===== config.mk =====
export PLATFORM = sky130hd
export DESIGN_NAME = scalar_kalman_filter_core
export DESIGN_NICKNAME = d
export VERILOG_FILES = /design/src/rtl/core/skf_pkg.sv /design/src/rtl/core/skf_div.sv /design/src/rtl/core/skf_dp.sv /design/src/rtl/core/skf_ctrl.sv /design/src/rtl/core/scalar_kalman_filter_core.sv
export VERILOG_INCLUDE_DIRS = /design/src /design/src/rtl/core
export SDC_FILE = /design/constraint.sdc
export NUM_CORES = 2
export LEC_CHECK = 0
export ABC_AREA = 0
export ABC_CLOCK_PERIOD_IN_PS = 25200
export BUFFER_PORTS_ARGS = -buffer_cell sky130_fd_sc_hd__buf_2
export CORE_MARGIN = 8
export CORE_UTILIZATION = 65
export DETAILED_ROUTE_END_ITERATION = 10
export PLACE_DENSITY = 0.82
export SLEW_MARGIN = 25
export SYNTH_ARGS = -nofsm -noshare
export SYNTH_HDL_FRONTEND = slang
export SYNTH_SLANG_ARGS = --single-unit

===== constraint.sdc =====
create_clock -name clk -period 25.2 [get_ports clk]
set_clock_uncertainty 0.15 [all_clocks]
set_input_delay 3.78 -clock clk [delete_from_list [all_inputs] [get_ports clk]]
set_output_delay 3.78 -clock clk [all_outputs]
set_load 0.1 [all_outputs]

===== src/rtl/core/scalar_kalman_filter_core_defines.svh =====
// Assertion macros shared by the scalar Kalman filter core.
`ifndef SCALAR_KALMAN_FILTER_CORE_DEFINES_SVH
`define SCALAR_KALMAN_FILTER_CORE_DEFINES_SVH

// Consequent must hold in the same cycle as the antecedent.
`define SKF_ASSERT_NOW(label, clk, rst_n, ante, cons, msg) \
    label: assert property (@(posedge clk) disable iff (!rst_n) (ante) |-> (cons)) \
        else $error(msg);

// Consequent must hold in the cycle after the antecedent.
`define SKF_ASSERT_NEXT(label, clk, rst_n, ante, cons, msg) \
    label: assert property (@(posedge clk) disable iff (!rst_n) (ante) |=> (cons)) \
        else $error(msg);

`endif


===== src/rtl/core/skf_pkg.sv =====
// Constants, codes and controller/datapath types for the scalar Kalman filter core.
package skf_pkg;

    localparam int DATA_W     = 32;
    localparam int FRAC_W     = 16;
    localparam int UVAL_W     = DATA_W - 1;
    localparam int PROD_W     = 2 * DATA_W;
    localparam int DIV_W      = DATA_W + FRAC_W;
    localparam int DIV_RADIX  = 2;
    localparam int DIV_STEPS  = DIV_W / DIV_RADIX;
    localparam int DIV_CNT_W  = $clog2(DIV_STEPS);
    localparam int CFG_IDX_W  = 3;
    localparam int IN_TDATA_W  = 64;
    localparam int OUT_TDATA_W = 64;

    // Register indexes of the configuration port
    localparam logic [CFG_IDX_W-1:0] CFG_TRANSITION  = 3'd0;
    localparam logic [CFG_IDX_W-1:0] CFG_OBSERVATION = 3'd1;
    localparam logic [CFG_IDX_W-1:0] CFG_CONTROL     = 3'd2;
    localparam logic [CFG_IDX_W-1:0] CFG_PROC_NOISE  = 3'd3;
    localparam logic [CFG_IDX_W-1:0] CFG_MEAS_NOISE  = 3'd4;
    localparam logic [CFG_IDX_W-1:0] CFG_INIT_EST    = 3'd5;
    localparam logic [CFG_IDX_W-1:0] CFG_INIT_VAR    = 3'd6;

    // Register reset values, Q16.16
    localparam logic signed [DATA_W-1:0] RST_TRANSITION  = 32'sd65536;
    localparam logic signed [DATA_W-1:0] RST_OBSERVATION = 32'sd65536;
    localparam logic signed [DATA_W-1:0] RST_CONTROL     = 32'sd0;
    localparam logic [UVAL_W-1:0]        RST_PROC_NOISE  = 31'd7;
    localparam logic [UVAL_W-1:0]        RST_MEAS_NOISE  = 31'd6554;
    localparam logic signed [DATA_W-1:0] RST_INIT_EST    = 32'sd196608;
    localparam logic [UVAL_W-1:0]        RST_INIT_VAR    = 31'd65536;

    localparam logic signed [DATA_W-1:0] VAL_ONE = DATA_W'(64'sd1 <<< FRAC_W);
    localparam logic signed [DATA_W-1:0] VAL_MAX = {1'b0, {(DATA_W-1){1'b1}}};
    localparam logic signed [DATA_W-1:0] VAL_MIN = {1'b1, {(DATA_W-1){1'b0}}};

    typedef enum logic [2:0] {
        ST_IDLE,
        ST_MUL,
        ST_WB,
        ST_DIV_GO,
        ST_DIV_WAIT,
        ST_OUT
    } state_t;

    // One entry per shared multiply, in issue order
    typedef enum logic [3:0] {
        STEP_FX,
        STEP_BU,
        STEP_FP,
        STEP_TF,
        STEP_HXP,
        STEP_HPP,
        STEP_AH,
        STEP_PPH,
        STEP_KINN,
        STEP_KH,
        STEP_DPP
    } step_t;

    typedef struct packed {
        logic  load_in;
        logic  mul_issue;
        logic  wb;
        logic  div_start;
        logic  k_load;
        logic  result_load;
        step_t step;
    } dp_cmd_t;

    typedef struct packed {
        logic s_pos;
        logic div_done;
        logic out_free;
    } dp_status_t;

endpackage


===== src/rtl/core/skf_div.sv =====
// Restoring unsigned divider for the gain, two quotient bits per cycle.
module skf_div (
    input  logic                           clk,
    input  logic                           rst_n,
    input  logic                           start,
    input  logic [skf_pkg::DIV_W-1:0]      dividend,
    input  logic [skf_pkg::UVAL_W-1:0]     divisor,
    output logic [skf_pkg::DIV_W-1:0]      quotient,
    output logic                           done
);

    logic                              busy_reg;
    logic                              done_reg;
    logic [skf_pkg::DIV_CNT_W-1:0]     cnt_reg;
    logic [skf_pkg::UVAL_W-1:0]        rem_reg;
    logic [skf_pkg::UVAL_W-1:0]        rem_next;
    logic [skf_pkg::DIV_W-1:0]         quo_reg;
    logic [skf_pkg::DIV_W-1:0]         quo_next;
    logic [skf_pkg::UVAL_W-1:0]        dvs_reg;

    // Shift dividend bits out at the top, quotient bits in at the bottom
    always_comb
    begin
        logic [skf_pkg::UVAL_W:0]  trial;
        logic [skf_pkg::UVAL_W-1:0] r;
        logic [skf_pkg::DIV_W-1:0]  q;
        r = rem_reg;
        q = quo_reg;
        for (int i = 0; i < skf_pkg::DIV_RADIX; i++)
        begin
            trial = {r, q[skf_pkg::DIV_W-1]};
            q     = {q[skf_pkg::DIV_W-2:0], 1'b0};
            if (trial >= {1'b0, dvs_reg})
            begin
                trial = trial - {1'b0, dvs_reg};
                q[0]  = 1'b1;
            end
            r = trial[skf_pkg::UVAL_W-1:0];
        end
        rem_next = r;
        quo_next = q;
    end

    always_ff @(posedge clk or negedge rst_n)
    begin
        if (!rst_n)
        begin
            busy_reg <= 1'b0;
            done_reg <= 1'b0;
            cnt_reg  <= '0;
        end
        else
        begin
            done_reg <= 1'b0;
            if (start)
            begin
                busy_reg <= 1'b1;
                cnt_reg  <= '0;
            end
            else if (busy_reg)
            begin
                cnt_reg <= cnt_reg + 1'b1;
                if (cnt_reg == skf_pkg::DIV_CNT_W'(skf_pkg::DIV_STEPS - 1))
                begin
                    busy_reg <= 1'b0;
                    done_reg <= 1'b1;
                end
            end
        end
    end

    always_ff @(posedge clk)
    begin
        if (start)
        begin
            rem_reg <= '0;
            quo_reg <= dividend;
            dvs_reg <= divisor;
        end
        else if (busy_reg)
        begin
            rem_reg <= rem_next;
            quo_reg <= quo_next;
        end
    end

    assign quotient = quo_reg;
    assign done     = done_reg;

    `include "scalar_kalman_filter_core_defines.svh"

    `SKF_ASSERT_NEXT(a_div_runs, clk, rst_n, start, busy_reg && !done_reg, "divider did not start")

endmodule


===== src/rtl/core/skf_dp.sv =====
// Datapath: configuration and filter state, shared multiplier, divider and result register.
module skf_dp (
    input  logic                                clk,
    input  logic                                rst_n,
    input  logic                                cfg_wr_en,
    input  logic [skf_pkg::CFG_IDX_W-1:0]       cfg_index,
    input  logic [skf_pkg::DATA_W-1:0]          cfg_wdata,
    input  logic [skf_pkg::IN_TDATA_W-1:0]      s_tdata,
    input  logic                                m_tready,
    output logic                                m_tvalid,
    output logic [skf_pkg::OUT_TDATA_W-1:0]     m_tdata,
    input  skf_pkg::dp_cmd_t                    cmd,
    output skf_pkg::dp_status_t                 status
);

    localparam int SH_W = skf_pkg::PROD_W - skf_pkg::FRAC_W;
    localparam int DW   = skf_pkg::DATA_W;
    localparam int UW   = skf_pkg::UVAL_W;

    // Configuration
    logic signed [DW-1:0] f_reg, h_reg, b_reg;
    logic [UW-1:0]        q_reg, r_reg;

    // Filter state
    logic signed [DW-1:0] est_reg;
    logic [UW-1:0]        var_reg;

    // Item operands and intermediates
    logic signed [DW-1:0] u_reg, z_reg;
    logic signed [DW-1:0] t_reg, xp_reg, pp_reg, inn_reg, s_reg, n_reg, k_reg;
    logic signed [skf_pkg::PROD_W-1:0] prod_reg;

    logic                             out_valid_reg;
    logic [skf_pkg::OUT_TDATA_W-1:0]  out_data_reg;

    logic signed [DW-1:0] op_a, op_b;
    logic signed [DW-1:0] fx;
    logic signed [DW-1:0] var_s, qn_s, rn_s;
    logic [DW-1:0]        n_mag;
    logic [skf_pkg::DIV_W-1:0] quotient;
    logic                 div_done;
    logic signed [DW-1:0] k_sat;

    function automatic logic signed [DW-1:0] sat_prod(input logic signed [skf_pkg::PROD_W-1:0] p);
        logic signed [SH_W-1:0] sh;
        logic [SH_W-DW:0]       top;
        sh  = SH_W'(p >>> skf_pkg::FRAC_W);
        top = sh[SH_W-1:DW-1];
        if ((&top) || !(|top))
            return sh[DW-1:0];
        else
            return sh[SH_W-1] ? skf_pkg::VAL_MIN : skf_pkg::VAL_MAX;
    endfunction

    function automatic logic signed [DW-1:0] sat_add(input logic signed [DW-1:0] a,
                                                      input logic signed [DW-1:0] b);
        logic signed [DW:0] s;
        s = {a[DW-1], a} + {b[DW-1], b};
        if (s[DW] != s[DW-1])
            return s[DW] ? skf_pkg::VAL_MIN : skf_pkg::VAL_MAX;
        else
            return s[DW-1:0];
    endfunction

    function automatic logic signed [DW-1:0] sat_sub(input logic signed [DW-1:0] a,
                                                      input logic signed [DW-1:0] b);
        logic signed [DW:0] s;
        s = {a[DW-1], a} - {b[DW-1], b};
        if (s[DW] != s[DW-1])
            return s[DW] ? skf_pkg::VAL_MIN : skf_pkg::VAL_MAX;
        else
            return s[DW-1:0];
    endfunction

    assign var_s = $signed({1'b0, var_reg});
    assign qn_s  = $signed({1'b0, q_reg});
    assign rn_s  = $signed({1'b0, r_reg});
    assign fx    = sat_prod(prod_reg);

    // Operand select for the shared multiplier
    always_comb
    begin
        case (cmd.step)
            skf_pkg::STEP_FX:   begin op_a = f_reg;  op_b = est_reg; end
            skf_pkg::STEP_BU:   begin op_a = b_reg;  op_b = u_reg;   end
            skf_pkg::STEP_FP:   begin op_a = f_reg;  op_b = var_s;   end
            skf_pkg::STEP_TF:   begin op_a = t_reg;  op_b = f_reg;   end
            skf_pkg::STEP_HXP:  begin op_a = h_reg;  op_b = xp_reg;  end
            skf_pkg::STEP_HPP:  begin op_a = h_reg;  op_b = pp_reg;  end
            skf_pkg::STEP_AH:   begin op_a = t_reg;  op_b = h_reg;   end
            skf_pkg::STEP_PPH:  begin op_a = pp_reg; op_b = h_reg;   end
            skf_pkg::STEP_KINN: begin op_a = k_reg;  op_b = inn_reg; end
            skf_pkg::STEP_KH:   begin op_a = k_reg;  op_b = h_reg;   end
            skf_pkg::STEP_DPP:  begin op_a = t_reg;  op_b = pp_reg;  end
            default:            begin op_a = '0;     op_b = '0;      end
        endcase
    end

    always_ff @(posedge clk)
    begin
        if (cmd.mul_issue)
            prod_reg <= op_a * op_b;
    end

    // Configuration registers and filter state
    always_ff @(posedge clk or negedge rst_n)
    begin
        if (!rst_n)
        begin
            f_reg   <= skf_pkg::RST_TRANSITION;
            h_reg   <= skf_pkg::RST_OBSERVATION;
            b_reg   <= skf_pkg::RST_CONTROL;
            q_reg   <= skf_pkg::RST_PROC_NOISE;
            r_reg   <= skf_pkg::RST_MEAS_NOISE;
            est_reg <= skf_pkg::RST_INIT_EST;
            var_reg <= skf_pkg::RST_INIT_VAR;
        end
        else if (cfg_wr_en)
        begin
            case (cfg_index)
                skf_pkg::CFG_TRANSITION:  f_reg <= cfg_wdata;
                skf_pkg::CFG_OBSERVATION: h_reg <= cfg_wdata;
                skf_pkg::CFG_CONTROL:     b_reg <= cfg_wdata;
                skf_pkg::CFG_PROC_NOISE:  q_reg <= cfg_wdata[UW-1:0];
                skf_pkg::CFG_MEAS_NOISE:  r_reg <= cfg_wdata[UW-1:0];
                // Initial values load straight into the filter state
                skf_pkg::CFG_INIT_EST:    est_reg <= cfg_wdata;
                skf_pkg::CFG_INIT_VAR:    var_reg <= cfg_wdata[UW-1:0];
                default: ;
            endcase
        end
        else if (cmd.wb && cmd.step == skf_pkg::STEP_KINN)
        begin
            est_reg <= sat_add(xp_reg, fx);
        end
        else if (cmd.wb && cmd.step == skf_pkg::STEP_DPP)
        begin
            // Clamp a negative variance to zero
            var_reg <= fx[DW-1] ? '0 : fx[UW-1:0];
        end
    end

    // Load the item operands, combine each product into its intermediate and load the gain
    always_ff @(posedge clk)
    begin
        if (cmd.load_in)
        begin
            u_reg <= s_tdata[DW-1:0];
            z_reg <= s_tdata[2*DW-1:DW];
        end
        if (cmd.wb)
        begin
            case (cmd.step)
                skf_pkg::STEP_FX:  t_reg   <= fx;
                skf_pkg::STEP_BU:  xp_reg  <= sat_add(t_reg, fx);
                skf_pkg::STEP_FP:  t_reg   <= fx;
                skf_pkg::STEP_TF:  pp_reg  <= sat_add(fx, qn_s);
                skf_pkg::STEP_HXP: inn_reg <= sat_sub(z_reg, fx);
                skf_pkg::STEP_HPP: t_reg   <= fx;
                skf_pkg::STEP_AH:  s_reg   <= sat_add(fx, rn_s);
                skf_pkg::STEP_PPH:
                begin
                    n_reg <= fx;
                    k_reg <= '0;
                end
                skf_pkg::STEP_KH:  t_reg   <= sat_sub(skf_pkg::VAL_ONE, fx);
                default: ;
            endcase
        end
        if (cmd.k_load)
            k_reg <= k_sat;
    end

    // Gain division on magnitudes, sign applied afterwards
    assign n_mag = n_reg[DW-1] ? (~n_reg + 1'b1) : n_reg;

    skf_div u_div (
        .clk      (clk),
        .rst_n    (rst_n),
        .start    (cmd.div_start),
        .dividend ({n_mag, {skf_pkg::FRAC_W{1'b0}}}),
        .divisor  (s_reg[UW-1:0]),
        .quotient (quotient),
        .done     (div_done)
    );

    always_comb
    begin
        if (|quotient[skf_pkg::DIV_W-1:DW-1])
            k_sat = n_reg[DW-1] ? skf_pkg::VAL_MIN : skf_pkg::VAL_MAX;
        else if (n_reg[DW-1])
            k_sat = -$signed({1'b0, quotient[DW-2:0]});
        else
            k_sat = $signed({1'b0, quotient[DW-2:0]});
    end

    // Output register: hold the result until the transfer completes
    always_ff @(posedge clk or negedge rst_n)
    begin
        if (!rst_n)
            out_valid_reg <= 1'b0;
        else if (cmd.result_load)
            out_valid_reg <= 1'b1;
        else if (m_tready)
            out_valid_reg <= 1'b0;
    end

    always_ff @(posedge clk)
    begin
        if (cmd.result_load)
            out_data_reg <= {1'b0, var_reg, est_reg};
    end

    assign m_tvalid = out_valid_reg;
    assign m_tdata  = out_data_reg;

    assign status.s_pos    = !s_reg[DW-1] && (|s_reg);
    assign status.div_done = div_done;
    assign status.out_free = !out_valid_reg || m_tready;

endmodule


===== src/rtl/core/skf_ctrl.sv =====
// Controller: sequences the shared multiplier, the gain division and the result hand-off.
module skf_ctrl (
    input  logic                  clk,
    input  logic                  rst_n,
    input  logic                  s_tvalid,
    output logic                  s_tready,
    input  skf_pkg::dp_status_t   status,
    output skf_pkg::dp_cmd_t      cmd
);

    skf_pkg::state_t state_reg, state_next;
    skf_pkg::step_t  step_reg, step_next;

    always_ff @(posedge clk or negedge rst_n)
    begin
        if (!rst_n)
        begin
            state_reg <= skf_pkg::ST_IDLE;
            step_reg  <= skf_pkg::STEP_FX;
        end
        else
        begin
            state_reg <= state_next;
            step_reg  <= step_next;
        end
    end

    always_comb
    begin
        state_next      = state_reg;
        step_next       = step_reg;
        cmd.load_in     = 1'b0;
        cmd.mul_issue   = 1'b0;
        cmd.wb          = 1'b0;
        cmd.div_start   = 1'b0;
        cmd.k_load      = 1'b0;
        cmd.result_load = 1'b0;
        cmd.step        = step_reg;
        case (state_reg)
            skf_pkg::ST_IDLE:
            begin
                if (s_tvalid)
                begin
                    cmd.load_in = 1'b1;
                    step_next   = skf_pkg::STEP_FX;
                    state_next  = skf_pkg::ST_MUL;
                end
            end
            skf_pkg::ST_MUL:
            begin
                cmd.mul_issue = 1'b1;
                state_next    = skf_pkg::ST_WB;
            end
            skf_pkg::ST_WB:
            begin
                cmd.wb = 1'b1;
                case (step_reg)
                    skf_pkg::STEP_FX:   begin step_next = skf_pkg::STEP_BU;  state_next = skf_pkg::ST_MUL; end
                    skf_pkg::STEP_BU:   begin step_next = skf_pkg::STEP_FP;  state_next = skf_pkg::ST_MUL; end
                    skf_pkg::STEP_FP:   begin step_next = skf_pkg::STEP_TF;  state_next = skf_pkg::ST_MUL; end
                    skf_pkg::STEP_TF:   begin step_next = skf_pkg::STEP_HXP; state_next = skf_pkg::ST_MUL; end
                    skf_pkg::STEP_HXP:  begin step_next = skf_pkg::STEP_HPP; state_next = skf_pkg::ST_MUL; end
                    skf_pkg::STEP_HPP:  begin step_next = skf_pkg::STEP_AH;  state_next = skf_pkg::ST_MUL; end
                    skf_pkg::STEP_AH:   begin step_next = skf_pkg::STEP_PPH; state_next = skf_pkg::ST_MUL; end
                    skf_pkg::STEP_PPH:
                    begin
                        // Skip the division and keep a zero gain when S is not positive
                        step_next  = skf_pkg::STEP_KINN;
                        state_next = status.s_pos ? skf_pkg::ST_DIV_GO : skf_pkg::ST_MUL;
                    end
                    skf_pkg::STEP_KINN: begin step_next = skf_pkg::STEP_KH;  state_next = skf_pkg::ST_MUL; end
                    skf_pkg::STEP_KH:   begin step_next = skf_pkg::STEP_DPP; state_next = skf_pkg::ST_MUL; end
                    skf_pkg::STEP_DPP:  state_next = skf_pkg::ST_OUT;
                    default:            state_next = skf_pkg::ST_IDLE;
                endcase
            end
            skf_pkg::ST_DIV_GO:
            begin
                cmd.div_start = 1'b1;
                state_next    = skf_pkg::ST_DIV_WAIT;
            end
            skf_pkg::ST_DIV_WAIT:
            begin
                if (status.div_done)
                begin
                    cmd.k_load = 1'b1;
                    state_next = skf_pkg::ST_MUL;
                end
            end
            skf_pkg::ST_OUT:
            begin
                // Wait for room in the output register
                if (status.out_free)
                begin
                    cmd.result_load = 1'b1;
                    state_next      = skf_pkg::ST_IDLE;
                end
            end
            default:
            begin
                state_next = skf_pkg::ST_IDLE;
            end
        endcase
    end

    assign s_tready = (state_reg == skf_pkg::ST_IDLE);

    `include "scalar_kalman_filter_core_defines.svh"

    `SKF_ASSERT_NEXT(a_item_start, clk, rst_n, s_tvalid && s_tready, state_reg == skf_pkg::ST_MUL && step_reg == skf_pkg::STEP_FX, "item transfer did not start the multiply sequence")
    `SKF_ASSERT_NOW(a_div_done_wait, clk, rst_n, status.div_done, state_reg == skf_pkg::ST_DIV_WAIT, "divider finished outside the wait state")
    `SKF_ASSERT_NOW(a_div_pos_s, clk, rst_n, state_reg == skf_pkg::ST_DIV_GO, status.s_pos, "division started with non-positive S")

endmodule


===== src/rtl/core/scalar_kalman_filter_core.sv =====
// Scalar Kalman filter core, signed Q16.16: one estimate and variance per transfer.
// Items are processed one at a time: eleven passes through the single shared 32x32
//   multiplier (issue plus write-back each) and, when S is positive, the gain divider;
//   a new item is taken only once the last result has entered the output register.
// Reset: registers return to their default values and the estimate and variance to
//   the initial values; the core accepts items as soon as reset is released.
module scalar_kalman_filter_core (
    input  logic                                clk,
    input  logic                                rst_n,
    // Configuration write port
    input  logic                                cfg_wr_en,
    input  logic [skf_pkg::CFG_IDX_W-1:0]       cfg_index,
    input  logic [skf_pkg::DATA_W-1:0]          cfg_wdata,
    // Input stream
    input  logic                                s_tvalid,
    output logic                                s_tready,
    input  logic [skf_pkg::IN_TDATA_W-1:0]      s_tdata,   // [31:0] control, [63:32] measurement
    // Result stream
    output logic                                m_tvalid,
    input  logic                                m_tready,
    output logic [skf_pkg::OUT_TDATA_W-1:0]     m_tdata    // [31:0] estimate, [62:32] variance
);

    skf_pkg::dp_cmd_t    cmd;
    skf_pkg::dp_status_t status;

    skf_ctrl u_ctrl (
        .clk      (clk),
        .rst_n    (rst_n),
        .s_tvalid (s_tvalid),
        .s_tready (s_tready),
        .status   (status),
        .cmd      (cmd)
    );

    skf_dp u_dp (
        .clk       (clk),
        .rst_n     (rst_n),
        .cfg_wr_en (cfg_wr_en),
        .cfg_index (cfg_index),
        .cfg_wdata (cfg_wdata),
        .s_tdata   (s_tdata),
        .m_tready  (m_tready),
        .m_tvalid  (m_tvalid),
        .m_tdata   (m_tdata),
        .cmd       (cmd),
        .status    (status)
    );

endmodule

## Yosys cells after proc, flatten, opt, wreduce, memory -nomap -nowiden

Cells that the tools add are included.

| word-level totals | value |
|---|---|
| flip-flop bits (word level) | 761 |
| logic and storage cells | 191 |

| cells by class | value |
|---|---|
| add/subtract/negate cells | 11 |
| multipliers | 1 |
| order comparisons | 2 |
| equality and inequality tests | 35 |
| multiplexer cells | 66 |
| bitwise gates (word level) | 1 |
| reduce and logical (&&, ||, !) cells | 47 |

Operators with widths:

| kind | number |
|---|---|
| 32-bit two-way mux | 24 |
| 32-bit one-hot mux with 8 select lines | 1 |
| 31-bit two-way mux | 7 |
| 32-bit one-hot mux with 6 select lines | 1 |
| 32-bit by 32-bit adder with 33-bit output | 4 |
| 48-bit two-way mux | 2 |
| 32-bit by 31-bit greater-or-equal comparator with 1-bit output | 2 |
| 32-bit by 32-bit multiplier with 64-bit output | 1 |
| 32-bit one-hot mux with 2 select lines | 1 |
| 31-bit subtractor | 2 |
| 4-bit one-hot mux with 10 select lines | 1 |
| 17-bit OR reduction | 2 |
| 18-bit by 32-bit subtractor with 33-bit output, first input constant | 1 |
| 32-bit by 32-bit subtractor with 33-bit output | 1 |
| 32-bit by 1-bit adder with 32-bit output, second input constant | 1 |
| 31-bit negator with 32-bit output | 1 |
| 32-bit NOT | 1 |
| 32-bit OR reduction | 1 |
| 2-bit AND reduction | 13 |
| 1-bit two-way mux | 19 |
| 3-bit one-hot mux with 6 select lines | 1 |
| 17-bit AND reduction | 1 |
| 4-bit by 3-bit equality test with 1-bit output, second input constant | 4 |
| 2-bit nonzero test | 8 |
| other kinds (27) | 63 |

## Logic depth before layout (Yosys ltp)

| logic depth | value |
|---|---|
| depth after elaboration | 9 |
| mapped depth | 43 |
| depth with buffers taken out | 38 |

## By module

From an unflattened synthesis, not the netlist that was laid out.

| unflattened totals | value |
|---|---|
| cells, all modules | 8201 |
| area total of the unflattened synthesis | 79772.8 um2 |

Modules (own cells, without submodules):

| module | times used | cells an instance | area each (um2) | seq. area each (um2) |
|---|---|---|---|---|
| skf_dp | 1 | 7262 | 70810.4 | 17555.6 |
| skf_div | 1 | 883 | 8464.4 | 3168.0 |
| skf_ctrl | 1 | 56 | 498.0 | 175.2 |

## Worst setup path before layout

OpenSTA, ideal clock, no wires.

| path | value |
|---|---|
| kind | register to register |
| start | reg u_ctrl.step_reg[3] |
| end | reg u_dp.prod_reg[62] (netlist name) (data pin) |
| library setup time | 262 ps |
| arrival | 9650 ps |
| setup slack | 15138 ps |
| stages on the path, launching flop included | 40 |
| buffers on the path | 6 |
| cell sequence | dfrtp_1 > buf_2 > or2_1 > clkbuf_1 > nor2_1 > clkbuf_1 > clkbuf_1 > a222oi_1 > nand3_1 > clkbuf_1 > nand2_1 > fa_1 > fa_1 > inv_1 > fa_1 > fa_1 > inv_1 > fa_1 > [... 4 more ...] > inv_1 > fa_1 > ha_1 > clkbuf_1 > a21o_1 > a21oi_1 > o21ai_0 > a21oi_1 > nor2b_1 > nor2_1 > nor2_1 > o21ai_0 > nand2b_1 > a21oi_1 > o2111ai_1 > o311ai_1 > o21bai_1 > xor2_1 |

| on the way | value |
|---|---|
| cells in the longest elaborated chain, start to end | 4 |
| elaborated cells between the ends (all ways) | 20 |
| those cells by class | 1 x mul; 10 x eq/ne; 2 x mux; 7 x reduce/logical |

Ends and longest elaborated chain:

| what | line | RTL |
|---|---|---|
| from (decl) | skf_ctrl.sv:12 | `skf_pkg::step_t step_reg, step_next;` |
| from (signal assigned) | skf_ctrl.sv:19 | `step_reg <= skf_pkg::STEP_FX;` |
| from (signal assigned) | skf_ctrl.sv:24 | `step_reg <= step_next;` |
| 4-bit by 3-bit equality test with 1-bit output (tied with other cells) | - |  |
| 3-bit OR reduction (no line) or 2-bit OR reduction (tied branches) | - |  |
| 32-bit one-hot mux with 8 select lines or 32-bit one-hot mux with 6 select lines (tied branches) | skf_dp.sv:83 | `case (cmd.step)` |
| 32-bit by 32-bit multiplier with 64-bit output (*) | skf_dp.sv:102 | `prod_reg <= op_a * op_b;` |
| to (signal assigned) | skf_dp.sv:102 |  |
| to (decl) | skf_dp.sv:31 | `logic signed [skf_pkg::PROD_W-1:0] prod_reg;` |

Mark *: on every way between the ends. The rest lies on a longest branch, timed or not.
A chain may end at the register's enable or synchronous reset.

## Worst setup path in the final report

Same ends and word-level chain as after synthesis.

==> impl_metrics.ini <==
[run_status]
status = finished clean

[yosys]
ys_top_cells_by_area = fa_1, edfxtp_1, dfrtp_1
synth_area_mm2 = 0.0774
synth_flop_cell = edfxtp_1
synth_fp_nets = 9594
yosysSeqAreaShare = 0.268
synth_top_area_frac = 0.281
yosys.area.top_type = fa_1
synthArstFlopShare = 0.317
synth_cells = 7998
synth-edff-count = 462
avgSynthCellArea_um2 = 9.67
synth_cell_type_count = 106
synth-seq-cells = 745
yosys_warnings = 0

[grt]
grt_usage = 0.417
grt_first_pass_wirelength_um = 405000
grt_pass1_vias = 63800
grt_max_degree = 92
antenna_found_initial = 29
grt-ovfl-total = 0

[final_layout]
fin_util = 0.702
layout.cells.most_common = inv_1
syn_to_final_growth_pct = 7.09
nNetsFinal = 9619
multi_input_area_mm2 = 0.0509
drive_above_1_share = 0.0906
n_fill_cell = 8876
seqCellArea_mm2 = 0.0207
largest_reg_flops = 63
most-common-layout-cells = inv_1, fa_1, nand2_1, nor2_1, edfxtp_1

[run]
cap_violations = 0

[detailed_routing]
detail_route.wl_per_cell_um = 28.5
drc = 0
wl_met1_um = 94600
ant_nets = 0
wl_met2_um = 115000
drt_wl_total_um = 274000
drtPass1Iterations = 10
vias = 63600
highest_layer = met5
drtIter0Drc = 8092
viasPerCell = 6.60
met3_length_um = 42100

[cts]
cts_resized = 0
clk_pin_slew_ps = 60
postCtsHoldBufs = 0
insertion_delay_ps = 710
root_buffer = clkbuf_16
clock-sinks = 745
clockBufferDepth = 3
cts_setup_buffers = 0
cts_tree = yes
htreeDepth = 3
cts_buffers = 81

[critical_path]
endpoint_kind = register
cpPeakStageDelay_ps = 940
r2r-start = u_ctrl.step_reg[3]
cp.buffers_inverters = 8
critPathLaunchType = register
reg2reg_depth = 37
cpLargestDelayFamily = adder cells
cp_max_fo = 31
arrival_ps = 12050
critical_path_class = reg -> reg
r2r_setup_slack_ps = 13450
cp_slowest_cell = fa_1
cpMostUsedCell = fa_1
crit_required_ps = 25500
worstReg2RegEnd = u_dp.prod_reg[62]

[die]
ioPinCount = 170
core-area_mm2 = 0.118
die_w_um = 361
std_cell_rows = 126
start_util = 0.655
die_area_mm2 = 0.130
die_h_um = 361

[sta]
hold_violations = 0
setup_violations = 0
rsz0062_at_grt = no
slew_headroom = 0.242
worst_slack_ps = 13450
fin_crit_ps = 11750
fin_crit_sh = 0.466
slew_viol_final = 0
worstMarginPinSlew_ps = 1130
clock.fmax_mhz = 85.1
holdWs_ps = 297
final.setup.tns_ps = 0

[placement]
dpl.hpwl_um = 210000
dp_slack_ps = 13640
portBuffers = 168
gp_congestion = 1.09

[worst_hold_path]
whs_path_depth = 0
hp-class = reg -> reg
worstHoldEndpoint = u_dp.u_div.dvs_reg[27]
hp-start = u_dp.s_reg[27]
-- area by class of cell --
type	instances	share of cell area
inverter	1203	0.0545
antenna	12	0.000362
timing repair buffer	331	0.0251
clock inverter	30	0.00380
clock buffer	120	0.0282
multi-input combinational	5661	0.614
sequential	745	0.250
tap	1536	0.0232
-- cell usage after synthesis, drive strengths merged (48+ instances only) --
cell type,instances
a21o,132
a21oi,394
a222oi,51
a22oi,146
and3,52
buf,48
clkbuf,341
dfrtp,221
edfxtp,462
fa,1088
ha,404
inv,1201
mux2,163
nand2,826
nand2b,75
nand3,114
nor2,827
nor2b,55
nor3,109
o21ai,314
xnor2,140
xor2,125
-- worst reg2reg max path: cells and delay by family, from the launching register on --
family | cells | cell delay, ps
xor gates and xnor gates | 1 | 160
DFF | 1 | 840
AOI/OAI and AO/OA | 10 | 2140
adders and majority gates | 9 | 4800
and+or+nand+nor | 9 | 1820
buffers and inverters | 8 | 1600
-- logic make-up after synthesis --
kind of cell | Yosys count | share of synthesized area
other | 1 | 0.0000485
AND/OR/NAND/NOR | 2297 | 0.131
multiplexers | 187 | 0.0270
flip-flops | 745 | 0.268
XOR/XNOR | 265 | 0.0300
buffers and inverters | 1592 | 0.0778
AO/OA/AOI/OAI | 1406 | 0.118
adder cells (fa/ha/maj) | 1505 | 0.348
-- worst max path at each step --
stage / from / endpoint / slack, ps / cells past startpoint
detailed placement: u_ctrl.step_reg[3] / u_dp.prod_reg[62] / 13640 / 37
CTS: u_ctrl.step_reg[3] / u_dp.prod_reg[62] / 13650 / 37
floorplan: u_ctrl.step_reg[3] / u_dp.prod_reg[62] / 15140 / 39
finish: u_ctrl.step_reg[3] / u_dp.prod_reg[62] / 13450 / 37
global route: u_ctrl.step_reg[3] / u_dp.prod_reg[62] / 12940 / 37
global placement: u_ctrl.step_reg[3] / u_dp.prod_reg[62] / 13830 / 37
-- stage by stage --
stage,cell area [um^2],cells
6_report,82900,9638
5_1_grt,82800,9627
4_1_cts,82800,9626
3_5_place_dp,80200,9476
3_3_place_gp,80100,9476
2_1_floorplan,77400,7998
-- layer usage --
layer  GRT usage  up-vias
li1            -    26400
met1       0.519    31200
met2       0.603     4631
met3       0.174     1297
met4       0.263       24
met5           0        -
Power is not shown: default switching activity piles up to over one toggle a cycle in this logic, so the estimate is an artifact.
